==> config.mk <==
export PLATFORM = sky130hd
export DESIGN_NAME = btpc_fifo
export DESIGN_NICKNAME = d
export VERILOG_FILES = /design/src/design/btpc_pkg.sv /design/src/design/btpc_fifo.sv
export SDC_FILE = /design/constraint.sdc
export NUM_CORES = 1
export LEC_CHECK = 0
export BUFFER_PORTS_ARGS = -buffer_cell sky130_fd_sc_hd__buf_2
export CORE_UTILIZATION = 45
export DETAILED_ROUTE_END_ITERATION = 10
export SLEW_MARGIN = 25
export SYNTH_ARGS = -nofsm -noshare
export SYNTH_HDL_FRONTEND = slang
export SYNTH_SLANG_ARGS = --single-unit
==> constraint.sdc <==
create_clock -name clk -period 4.39 [get_ports clk]
set_clock_uncertainty 0.2 [all_clocks]
set_input_delay 0.6585 -clock clk [delete_from_list [all_inputs] [get_ports clk]]
set_output_delay 0.6585 -clock clk [all_outputs]
set_load 0.005 [all_outputs]
==> src/design/btpc_pkg.sv <==
// Shared types and constants for the barometric compensation block.
// No dependencies; imported by every module of the block.
package btpc_pkg;

	// Divider width, queue sizes and register map
	localparam int DIV_W = 32;
	localparam int Q_DEPTH = 4;
	localparam int Q_PTR_W = 2;
	localparam int Q_CNT_W = 3;
	localparam int ADDR_W = 6;

	localparam logic [2:0] REG_AC123 = 3'd0;
	localparam logic [2:0] REG_AC456 = 3'd1;
	localparam logic [2:0] REG_B1B2 = 3'd2;
	localparam logic [2:0] REG_MCMD = 3'd3;
	localparam logic [2:0] REG_OSS = 3'd4;

	// Compensation constants
	localparam logic signed [29:0] C_B6_OFS = 30'sd4000;
	localparam logic signed [44:0] C_B4_OFS = 45'sd32768;
	localparam logic [15:0] C_B7_SCALE = 16'd50000;
	localparam logic [11:0] C_P_SQ = 12'd3038;
	localparam logic signed [13:0] C_P_LIN = -14'sd7357;
	localparam logic signed [47:0] C_P_OFS = 48'sd3791;
	localparam logic [17:0] P_MAX = 18'd262143;

	// Calibration words unpacked from the configuration registers
	typedef struct packed {
		logic [15:0] ac1;
		logic [15:0] ac2;
		logic [15:0] ac3;
		logic [15:0] ac4;
		logic [15:0] ac5;
		logic [15:0] ac6;
		logic [15:0] b1;
		logic [15:0] b2;
		logic [15:0] mc;
		logic [15:0] md;
		logic [1:0]  oss;
	} cal_t;

	// Transfer from the temperature front end to the pressure back end
	typedef struct packed {
		logic signed [29:0] b6;
		logic signed [15:0] temp;
		logic               err;
		logic [18:0]        up;
	} qent_t;

endpackage

==> src/design/btpc_fifo.sv <==
// Short queue between the temperature front end and pressure back end.
// Depends on btpc_pkg for the entry type and depth.
module btpc_fifo import btpc_pkg::*; (
	input  logic  clk,
	input  logic  arst_n,
	input  logic  push,
	input  qent_t push_data,
	output logic  full,
	output logic  not_empty,
	input  logic  pop,
	output qent_t head
);

	qent_t              mem_q [Q_DEPTH];
	logic [Q_PTR_W-1:0] wp_q, rp_q;
	logic [Q_CNT_W-1:0] cnt_q;

	assign full = (cnt_q == Q_CNT_W'(Q_DEPTH));
	assign not_empty = (cnt_q != '0);
	assign head = mem_q[rp_q];

	// Store entry
	always_ff @(posedge clk) begin
		if (push) begin
			mem_q[wp_q] <= push_data;
		end
	end

	// Move pointers and count
	always_ff @(posedge clk or negedge arst_n) begin
		if (!arst_n) begin
			wp_q <= '0;
			rp_q <= '0;
			cnt_q <= '0;
		end else begin
			if (push) begin
				wp_q <= wp_q + 1'b1;
			end
			if (pop) begin
				rp_q <= rp_q + 1'b1;
			end
			if (push && !pop) begin
				cnt_q <= cnt_q + 1'b1;
			end else if (pop && !push) begin
				cnt_q <= cnt_q - 1'b1;
			end
		end
	end

endmodule

==> flow_summary.yaml, run 1 <==
outcome:
  outcome: "finished clean"
final_layout:
  fin_nets: 613
  finalInstanceArea_sq_um: 11900
  drive_gt1_frac: 0.457
  syn_to_final_growth_pct: 19.3
  instances_no_fill: 839
worst_setup_path:
  crit_chain: "buf_12, mux4_2, buf_2"
  crit_arrival_ps: 2490
  cp-end-kind: "output pin"
  worstPathRequired_ps: 3530
  critPathKind: "flip-flop to output pin"
  cp_slowest_cell: "dfrtp_4"
  critPathMaxStageDelay_ps: 830
  worst-path-max-fanout: 39
  cp-start-kind: "flip-flop"
hold_path:
  hold_path.class: "primary input to flip-flop"
yosys:
  syn-cell-area_sq_um: 9940
  synthSimpleGateAreaFrac: 0.00504
  syn_inst: 379
  ys_ff_latch: 271
  ys_seq_area_frac: 0.815
  synthTopCellsByArea: "edfxtp_1 80%, mux4_2 15%, dfrtp_1 1.8%"
  synth_xor_area_frac: 0.00529
  synth_top_family_by_area: "multiplexers"
  synth_compound_area_frac: 0.000504
  synthDistinctLibCells: 20
  yosysTopAreaCell: "edfxtp_1"
  syn_nets: 455
  synthMuxAreaShare: 0.151
  synth_top_area_frac: 0.798
  syn_area_per_cell_sq_um: 26.2
  ys_warn_count: 0
  yosys.area_share.adder: 0.00831
floorplan:
  io_pins: 138
  dieArea_sq_um: 22700
  die_h_microns: 151
  start_util: 0.457
  core_area_sq_um: 21800
  fp.dieW_microns: 151
  num_rows: 54
pwr:
  powerDensity_nw_per_um2: 658
  peakVddDrop_v: 0.000365
  leakagePower_nw: 4.06
routing:
  wl_per_cell_microns: 21.5
  drc: 0
  via_count: 4435
  dr.first_iter.drc_count: 199
  ant_nets: 0
  routed_wl_mm: 18.1
  vias_per_cell: 5.29
  drtPass1Iterations: 4
timing:
  setup_slack_ps: 1040
  finalSetupViolCount: 0
  max_freq_ghz: 0.298
  hold_viol: 0
  period_share: 0.764
  setup_tns_ps: 0
  fin_crit_ps: 3350
  worst_pin_slew_ps: 1030
  maxSlewHeadroom: 0.314
  rsz0062_at_grt: "false"
  maxSlewViolCount: 0
placement:
  port_buffers: 137
  gp_congestion: 0.688
  dp_slack_ps: 1490
  place_area_sq_um: 11000
  place_inst: 786
  dp_hpwl_mm: 10.6
global_route:
  globalRouteTotalUtil: 0.161
  grt_overflow: 0
  grt_max_degree: 68
  grt_pass1_wl_mm: 27.0
  antenna_found_initial: 1
  grt_pass1_vias: 4738
clocking:
  tritoncts: "done"
  htreeDepth: 1
  cts_root_buffer: "clkbuf_16"
  numCtsBuffers: 28
  cts_buffer_depth: 3
  clk_latency_ps: 520
  clk_pin_slew_worst_paths_ps: 60
  cts.sinks: 271
  cts_resized: 0
run:
  max_cap_violations: 0
[synth_stat cells, drive strengths merged]
cell type,n
and2,4
edfxtp,264
fa,1
nor3b,1
o21ai,1
or3,1
buf,15
nand2,2
xor2,4
nor2,1
mux2,1
ha,5
mux4,66
inv,4
xnor2,2
dfrtp,7
[report_power, final]
group          internal, mW  leakage (nW)  total [mW]  switching, mW
clock                  1.31         0.432        2.23          0.911
combinational          1.03          1.13        1.86          0.834
sequential             3.39          2.51        3.72          0.329
total                  5.73          4.06        7.80           2.07
[logic make-up after synthesis]
kind of cell    after synthesis
mux                          67
buf+inv                      19
compound gates                1
simple gates                  9
flops                       271
xor+xnor                      6
fa+ha+maj                     6
[placed cells by master, fill, tap and decap left out]
master           n
xnor2_1          2
o21ai_0          1
mux4_2          66
mux2_2           1
inv_1            4
diode_2          1
clkinvlp_4       1
nor2_1           1
clkinv_2         8
dfrtp_4          2
clkbuf_1         5
nand2_1          2
or3_1            1
dfrtp_1          5
buf_16           1
clkinv_1         6
ha_1             5
and2_4           4
buf_2          137
xor2_1           4
buf_12           4
clkbuf_16       29
fa_1             1
bufinv_16        2
nor3b_1          1
dlygate4sd3_1    1
edfxtp_1       264
[per-layer routing]
metal	GRT usage	vias to the layer above	routed length [microns]
met3	0.0345	29	1050
met1	0.211	2336	7570
met2	0.274	122	9140
met5	0	-	8
li1	-	1946	-
met4	0.0435	2	300
[metrics by stage]
step                       util  hold slack [ps]  power, mW
after floorplan               -              163       4.91
after global placement    0.500              267       5.63
after detailed placement  0.504              281       5.72
after CTS                 0.545              117       7.95
after global routing      0.545              119       8.20
final                     0.545              136       7.80
[timing repair]
action                                 4_1_cts  5_1_grt
buffers inserted                             0        0
endpoints found under the hold margin        7        0
hold buffers                                 1        0
setup endpoints to repair                    0        0
[state kept, by name (all words and copies together) (netlist names)]
name and count:
mem_q 264, cnt_q 3, rp_q 2, wp_q 2
[worst max-delay path: cells and delay by family, from the launching register on]
kind,cells,cell delay (ps)
buffers and inverters,2,540
DFF,1,830
muxes,1,580
[path summary, 6_finish.rpt]
kind / startpoint / to / slack, ps / depth (start not counted)
worst max-delay path: rp_q[0] / head[32] / 1040 / 3
worst min-delay path: pop / rp_q[0] / 140 / 2
worst max register to register: wp_q[0] / mem_q[2][0] / 2340 / 4
worst min register to register: cnt_q[2] / cnt_q[2] / 290 / 1
max in group asynchronous: arst_n / rp_q[1] / 3500 / 2
min in group asynchronous: arst_n / cnt_q[1] / 320 / 2
[area by class of cell]
cell class / count / area [sq um]
clock buffer: 34 / 744
inverter: 4 / 15.0
multi-input combinational: 89 / 1700
antenna: 1 / 2.50
timing repair buffer: 143 / 803
sequential: 271 / 8110
tap: 280 / 350
fill: 1665 / 9900
clock inverter: 17 / 130
No activity file was read; power rests on OpenSTA's default activity.
==> inputs of run 2 (changes only) <==
Clock period 4.39 ns to 3.3 ns, I/O delays scaled along.
==> run 2 against run 1 <==
Via count up 3.9%. Final cell count up 8.3%. Clock-buffer cell count decreased by 5. Sequential share of layout area fell by 4.2 points. Setup slack worse by 830 ps. Highest routed layer is now met4.
==> flow_summary.yaml, run 2 (same netlist as run 1, synthesis figures left out) <==
outcome:
  outcome: "finished clean"
worst_setup_path:
  critPathKind: "flip-flop to output pin"
  worstPathRequired_ps: 2600
  critPathMaxStageDelay_ps: 780
  crit_arrival_ps: 2400
  cp_slowest_cell: "dfrtp_4"
  path_delay_family: "flip-flops"
  worst-path-max-fanout: 31
  cp-end-kind: "output pin"
  crit_chain: "buf_12, mux4_2, buf_2"
  cp-start-kind: "flip-flop"
  cp_num_buf_inv: 2
clocking:
  clk_latency_ps: 520
  cts.sinks: 271
  cts_root_buffer: "clkbuf_16"
  clk_pin_slew_worst_paths_ps: 60
  cts_buffer_depth: 3
  htreeDepth: 1
  tritoncts: "done"
  numCtsBuffers: 28
  cts_resized: 0
timing:
  max_freq_ghz: 0.323
  hold_viol: 0
  finalSetupViolCount: 0
  maxSlewViolCount: 0
  period_share: 0.938
  rsz0062_at_grt: "false"
  whs_ps: 23.5
  worst_pin_slew_ps: 639
  maxSlewHeadroom: 0.574
  setup_slack_ps: 204
  setup_tns_ps: 0
  fin_crit_ps: 3100
routing:
  via_count: 4607
  drc: 0
  routed_wl_mm: 17.7
  vias_per_cell: 5.07
  wl_per_cell_microns: 19.5
  dr.first_iter.drc_count: 272
  drtPass1Iterations: 4
  ant_nets: 0
pwr:
  powerDensity_nw_per_um2: 850
  leakagePower_nw: 4.39
  power.total_mw: 10.7
  peakVddDrop_v: 0.000550
final_layout:
  largest_reg_flops: 264
  regMostFlops: "mem_q"
  reg_top3: "mem_q: 264 flops, cnt_q: 3 flops"
  fin_nets: 682
  drive_gt1_frac: 0.425
  layout_commonest_cell: "edfxtp_1"
  final_cell_mix: "264 x edfxtp_1, 137 x buf_2, 66 x mux4_2, 66 x dlygate4sd3_1, 29 x clkbuf_16"
  syn_to_final_growth_pct: 27.2
  final_util: 0.581
  finalInstanceArea_sq_um: 12600
  instances_no_fill: 909
placement:
  gp_congestion: 0.696
  dp_hpwl_mm: 10.1
  port_buffers: 137
  dp_slack_ps: 663
  place_inst: 790
  place_area_sq_um: 11000
global_route:
  grt_pass1_wl_mm: 26.9
  antenna_found_initial: 1
  globalRouteTotalUtil: 0.160
  grt_overflow: 0
  grt_pass1_vias: 4899
  grt_max_degree: 39
floorplan:
  die_h_microns: 151
  start_util: 0.457
  io_pins: 138
  fp.dieW_microns: 151
  core_area_sq_um: 21800
  num_rows: 54
  dieArea_sq_um: 22700
hold_path:
  hold_path.class: "primary input to flip-flop"
run:
  max_cap_violations: 0
[run 2: timing repair]
action	4_1_cts	5_1_grt
setup buffers	0	0
hold endpoints to repair	264	0
hold buffers	66	0
setup endpoints to repair	0	0
[run 2: path summary, 6_finish.rpt]
check / start / end / slack, ps / cells after the start
worst min register to register: cnt_q[2] / cnt_q[2] / 290 / 1
max in group asynchronous: arst_n / rp_q[1] / 2560 / 2
worst max register to register: wp_q[0] / mem_q[0][23] / 1260 / 4
min in group asynchronous: arst_n / cnt_q[2] / 150 / 2
worst min-delay path: push_data[61] / mem_q[2][61] / 20 / 1
worst max-delay path: rp_q[0] / head[65] / 200 / 3
[run 2: area by class of cell]
type	count	area [sq um]
diodes	1	2.50
clock buffers	29	726
clock inverters	23	259
fillers	1670	9120
inverters	4	15.0
multi-input cells	89	1700
flip-flops and latches	271	8110
well taps	280	350
repair buffers	212	1480
[run 2: power breakdown]
group | switching [mW] | internal (mW) | leakage (nW) | total [mW]
Clock | 1.27 | 2.00 | 0.472 | 3.27
Sequential | 0.321 | 4.51 | 2.51 | 4.83
Combinational | 1.22 | 1.43 | 1.42 | 2.65
Total | 2.82 | 7.93 | 4.39 | 10.7
[run 2: per-layer routing]
layer	GRT usage	share of wire
met5	0	0
met2	0.278	0.50
met1	0.210	0.43
met3	0.0291	0.053
met4	0.0400	0.018
==> inputs of run 3 (changes only) <==
Settings changed: ABC_AREA set to 1, CORE_UTILIZATION 45 to 58, PLACE_DENSITY set to 0.8.
==> run 3 against run 2 <==
Synthesized area rose by 12%. Sequential cell count did not move. Global-route usage rose by 5.9 points. Maximum frequency rose by 8.2%. Power rose by 6.1%. Sequential power fell by 0.8%. Core utilization rose by 14 points. Register-to-register slack barely moved. Sequential share of layout area fell by 3.9 points. Final area rose by 6.5%. Clock-buffer cell count rose by 6. Largest power group unchanged. Highest routed layer unchanged.
==> flow_summary.yaml, run 3 <==
final_layout:
  diodes: 0
  layout_commonest_cell: "edfxtp_1"
  fin_nets: 1098
  syn_to_final_growth_pct: 20.8
  largest_reg_flops: 264
  final_cell_mix: "264 x edfxtp_1, 212 x nand2_1, 139 x inv_1"
  reg_top3: "mem_q: 264 flops, cnt_q: 3 flops"
  regMostFlops: "mem_q"
  drive_gt1_frac: 0.217
clocking:
  cts_root_buffer: "clkbuf_16"
  cts_buffer_depth: 3
  cts_resized: 0
  clk_pin_slew_worst_paths_ps: 60
  cts.sinks: 271
  numCtsBuffers: 27
  post_cts_buffers: 0
  tritoncts: "done"
  clk_latency_ps: 520
  htreeDepth: 1
floorplan:
  num_rows: 50
  die_h_microns: 141
  dieArea_sq_um: 19800
  core_area_sq_um: 18800
  fp.dieW_microns: 141
  start_util: 0.593
  io_pins: 138
timing:
  finalSetupViolCount: 0
  period_share: 0.867
  worst_pin_slew_ps: 970
  setup_tns_ps: 0
  maxSlewHeadroom: 0.354
  fin_crit_ps: 2860
  maxSlewViolCount: 0
  whs_ps: 25.9
  max_freq_ghz: 0.350
  setup_slack_ps: 439
  hold_viol: 0
  rsz0062_at_grt: "false"
yosys:
  synthTopCellsByCount: "264 x edfxtp_1, 212 x nand2_1, 143 x inv_1"
  ys_warn_count: 0
  ys_ff_latch: 271
  yosysTopAreaCell: "edfxtp_1"
  syn_area_per_cell_sq_um: 13.6
  synth_edf_count: 264
  synthDistinctLibCells: 20
  synth_top_area_frac: 0.712
  synthTopCellsByArea: "edfxtp_1 71%, nand2_1 7.1%, o211ai_1 6.8%"
  ys_seq_area_frac: 0.728
  synthArstFlopShare: 0.0258
  synthFlopType: "edfxtp_1"
  syn_nets: 895
  syn-cell-area_sq_um: 11100
  yosysMostFrequentCell: "edfxtp_1"
  syn_inst: 819
global_route:
  grt_pass1_wl_mm: 33.3
  grt_max_degree: 67
  antenna_found_initial: 0
  grt_overflow: 0
  globalRouteTotalUtil: 0.219
  grt_pass1_vias: 6780
routing:
  via_count: 6661
  wl_per_cell_microns: 16.6
  drtPass1Iterations: 5
  drc: 0
  dr.first_iter.drc_count: 411
  vias_per_cell: 5.22
  routed_wl_mm: 21.2
  ant_nets: 0
pwr:
  power_frac_comb: 0.322
  leakagePower_nw: 5.49
  powerDensity_nw_per_um2: 847
  p_int_mw: 7.67
  power.total_mw: 11.4
  seqPwrFrac: 0.420
  swShare: 0.327
  p_sw_mw: 3.72
  clock_power_share: 0.257
  peakVddDrop_v: 0.000645
run:
  max_cap_violations: 0
worst_setup_path:
  worstPathRequired_ps: 2600
  cp-end-kind: "output pin"
  cp-startpoint: "rp_q[0]"
  worst-path-max-fanout: 55
  cp-start-kind: "flip-flop"
  rrSetupSlack_ps: 1270
  r2r-end: "mem_q[2][27]"
  worstReg2RegStart: "wp_q[0]"
  reg2reg_depth: 5
  critPathKind: "flip-flop to output pin"
  critPathCapture: "head[64]"
  crit_arrival_ps: 2170
placement:
  port_buffers: 137
  dp_slack_ps: 993
  gp_congestion: 0.710
  dp_hpwl_mm: 11.7
outcome:
  outcome: "finished clean"
hold_path:
  hold_path.class: "primary input to flip-flop"
==> run 3: changes by cell type after synthesis, moves of 2 or more <==
cell and change:
nand2_1 +210, buf_12 -3, o211ai_1 +101, buf_6 +27, and2_1 -4, o211ai_2 +31
buf_2 +2, inv_1 +139, mux4_2 -66, buf_4 +2, buf_1 -3, clkbuf_1 +5
==> run 3: worst min-delay path by stage <==
stage | end | start | slack, ps | cells after the start
floorplan | cnt_q[0] | arst_n | -0.6 | 0
global placement | cnt_q[0] | arst_n | 140 | 1
detailed placement | cnt_q[0] | arst_n | 130 | 1
CTS | mem_q[0][56] | push_data[56] | 7 | 1
global route | mem_q[0][56] | push_data[56] | 0.03 | 1
finish | mem_q[0][56] | push_data[56] | 30 | 1
==> run 3: cell type report <==
type / instances / area [sq um]
clock inverters: 14 / 143
fillers: 1199 / 5310
inverters: 144 / 541
repair buffers: 219 / 1580
well taps: 234 / 293
clock buffers: 35 / 706
multi-input cells: 359 / 2080
flip-flops and latches: 271 / 8110
==> run 3: metrics by stage <==
| stage | std cells | cell area (sq um) | util |
|---|---|---|---|
| final | 1276 | 13500 | 0.717 |
| after global routing | 1276 | 13500 | 0.717 |
| after CTS | 1276 | 13500 | 0.717 |
| after detailed placement | 1160 | 11900 | 0.636 |
| after global placement | 1160 | 11900 | 0.636 |
| after floorplan | 819 | 11100 | - |
==> run 3: kinds of logic (layout without fill, tap and decap cells) <==
logic type      count (synthesis)  count (layout)  share of synthesized area
compound gates                133             133                      0.103
xor+xnor                        4               4                    0.00315
fa+ha+maj                       6               6                    0.00741
buf+inv                       189             412                     0.0853
flops                         271             271                      0.728
simple gates                  216             216                     0.0732
==> run 3: per-layer routing <==
layer,up-vias,global-route usage,routed length (microns)
met5,-,0,0
li1,3248,-,-
met3,40,0.0452,1400
met1,3171,0.257,8210
met2,202,0.402,11100
met4,0,0.0744,489
==> run 3: repair_timing <==
item,4_1_cts,5_1_grt
setup endpoints to repair,0,0
endpoints found under the hold margin,268,0
hold buffers,67,0
==> run 3: power by group through the flow <==
stage | Sequential [mW] | Combinational [mW] | Clock (mW)
6_report | 4.79 | 3.67 | 2.93
5_1_grt | 4.85 | 4.06 | 3.12
4_1_cts | 4.79 | 3.71 | 2.97
3_5_place_dp | 4.86 | 3.61 | 0
3_3_place_gp | 4.83 | 3.52 | 0
2_1_floorplan | 4.74 | 2.62 | 0
==> run 3: worst max-delay path, cell delays in order, from the launching register on <==
cell and delay [ps]:
dfrtp_4 840, buf_4 350, nand2_1 120, o211ai_1 120, nand2_1 60, buf_2 140
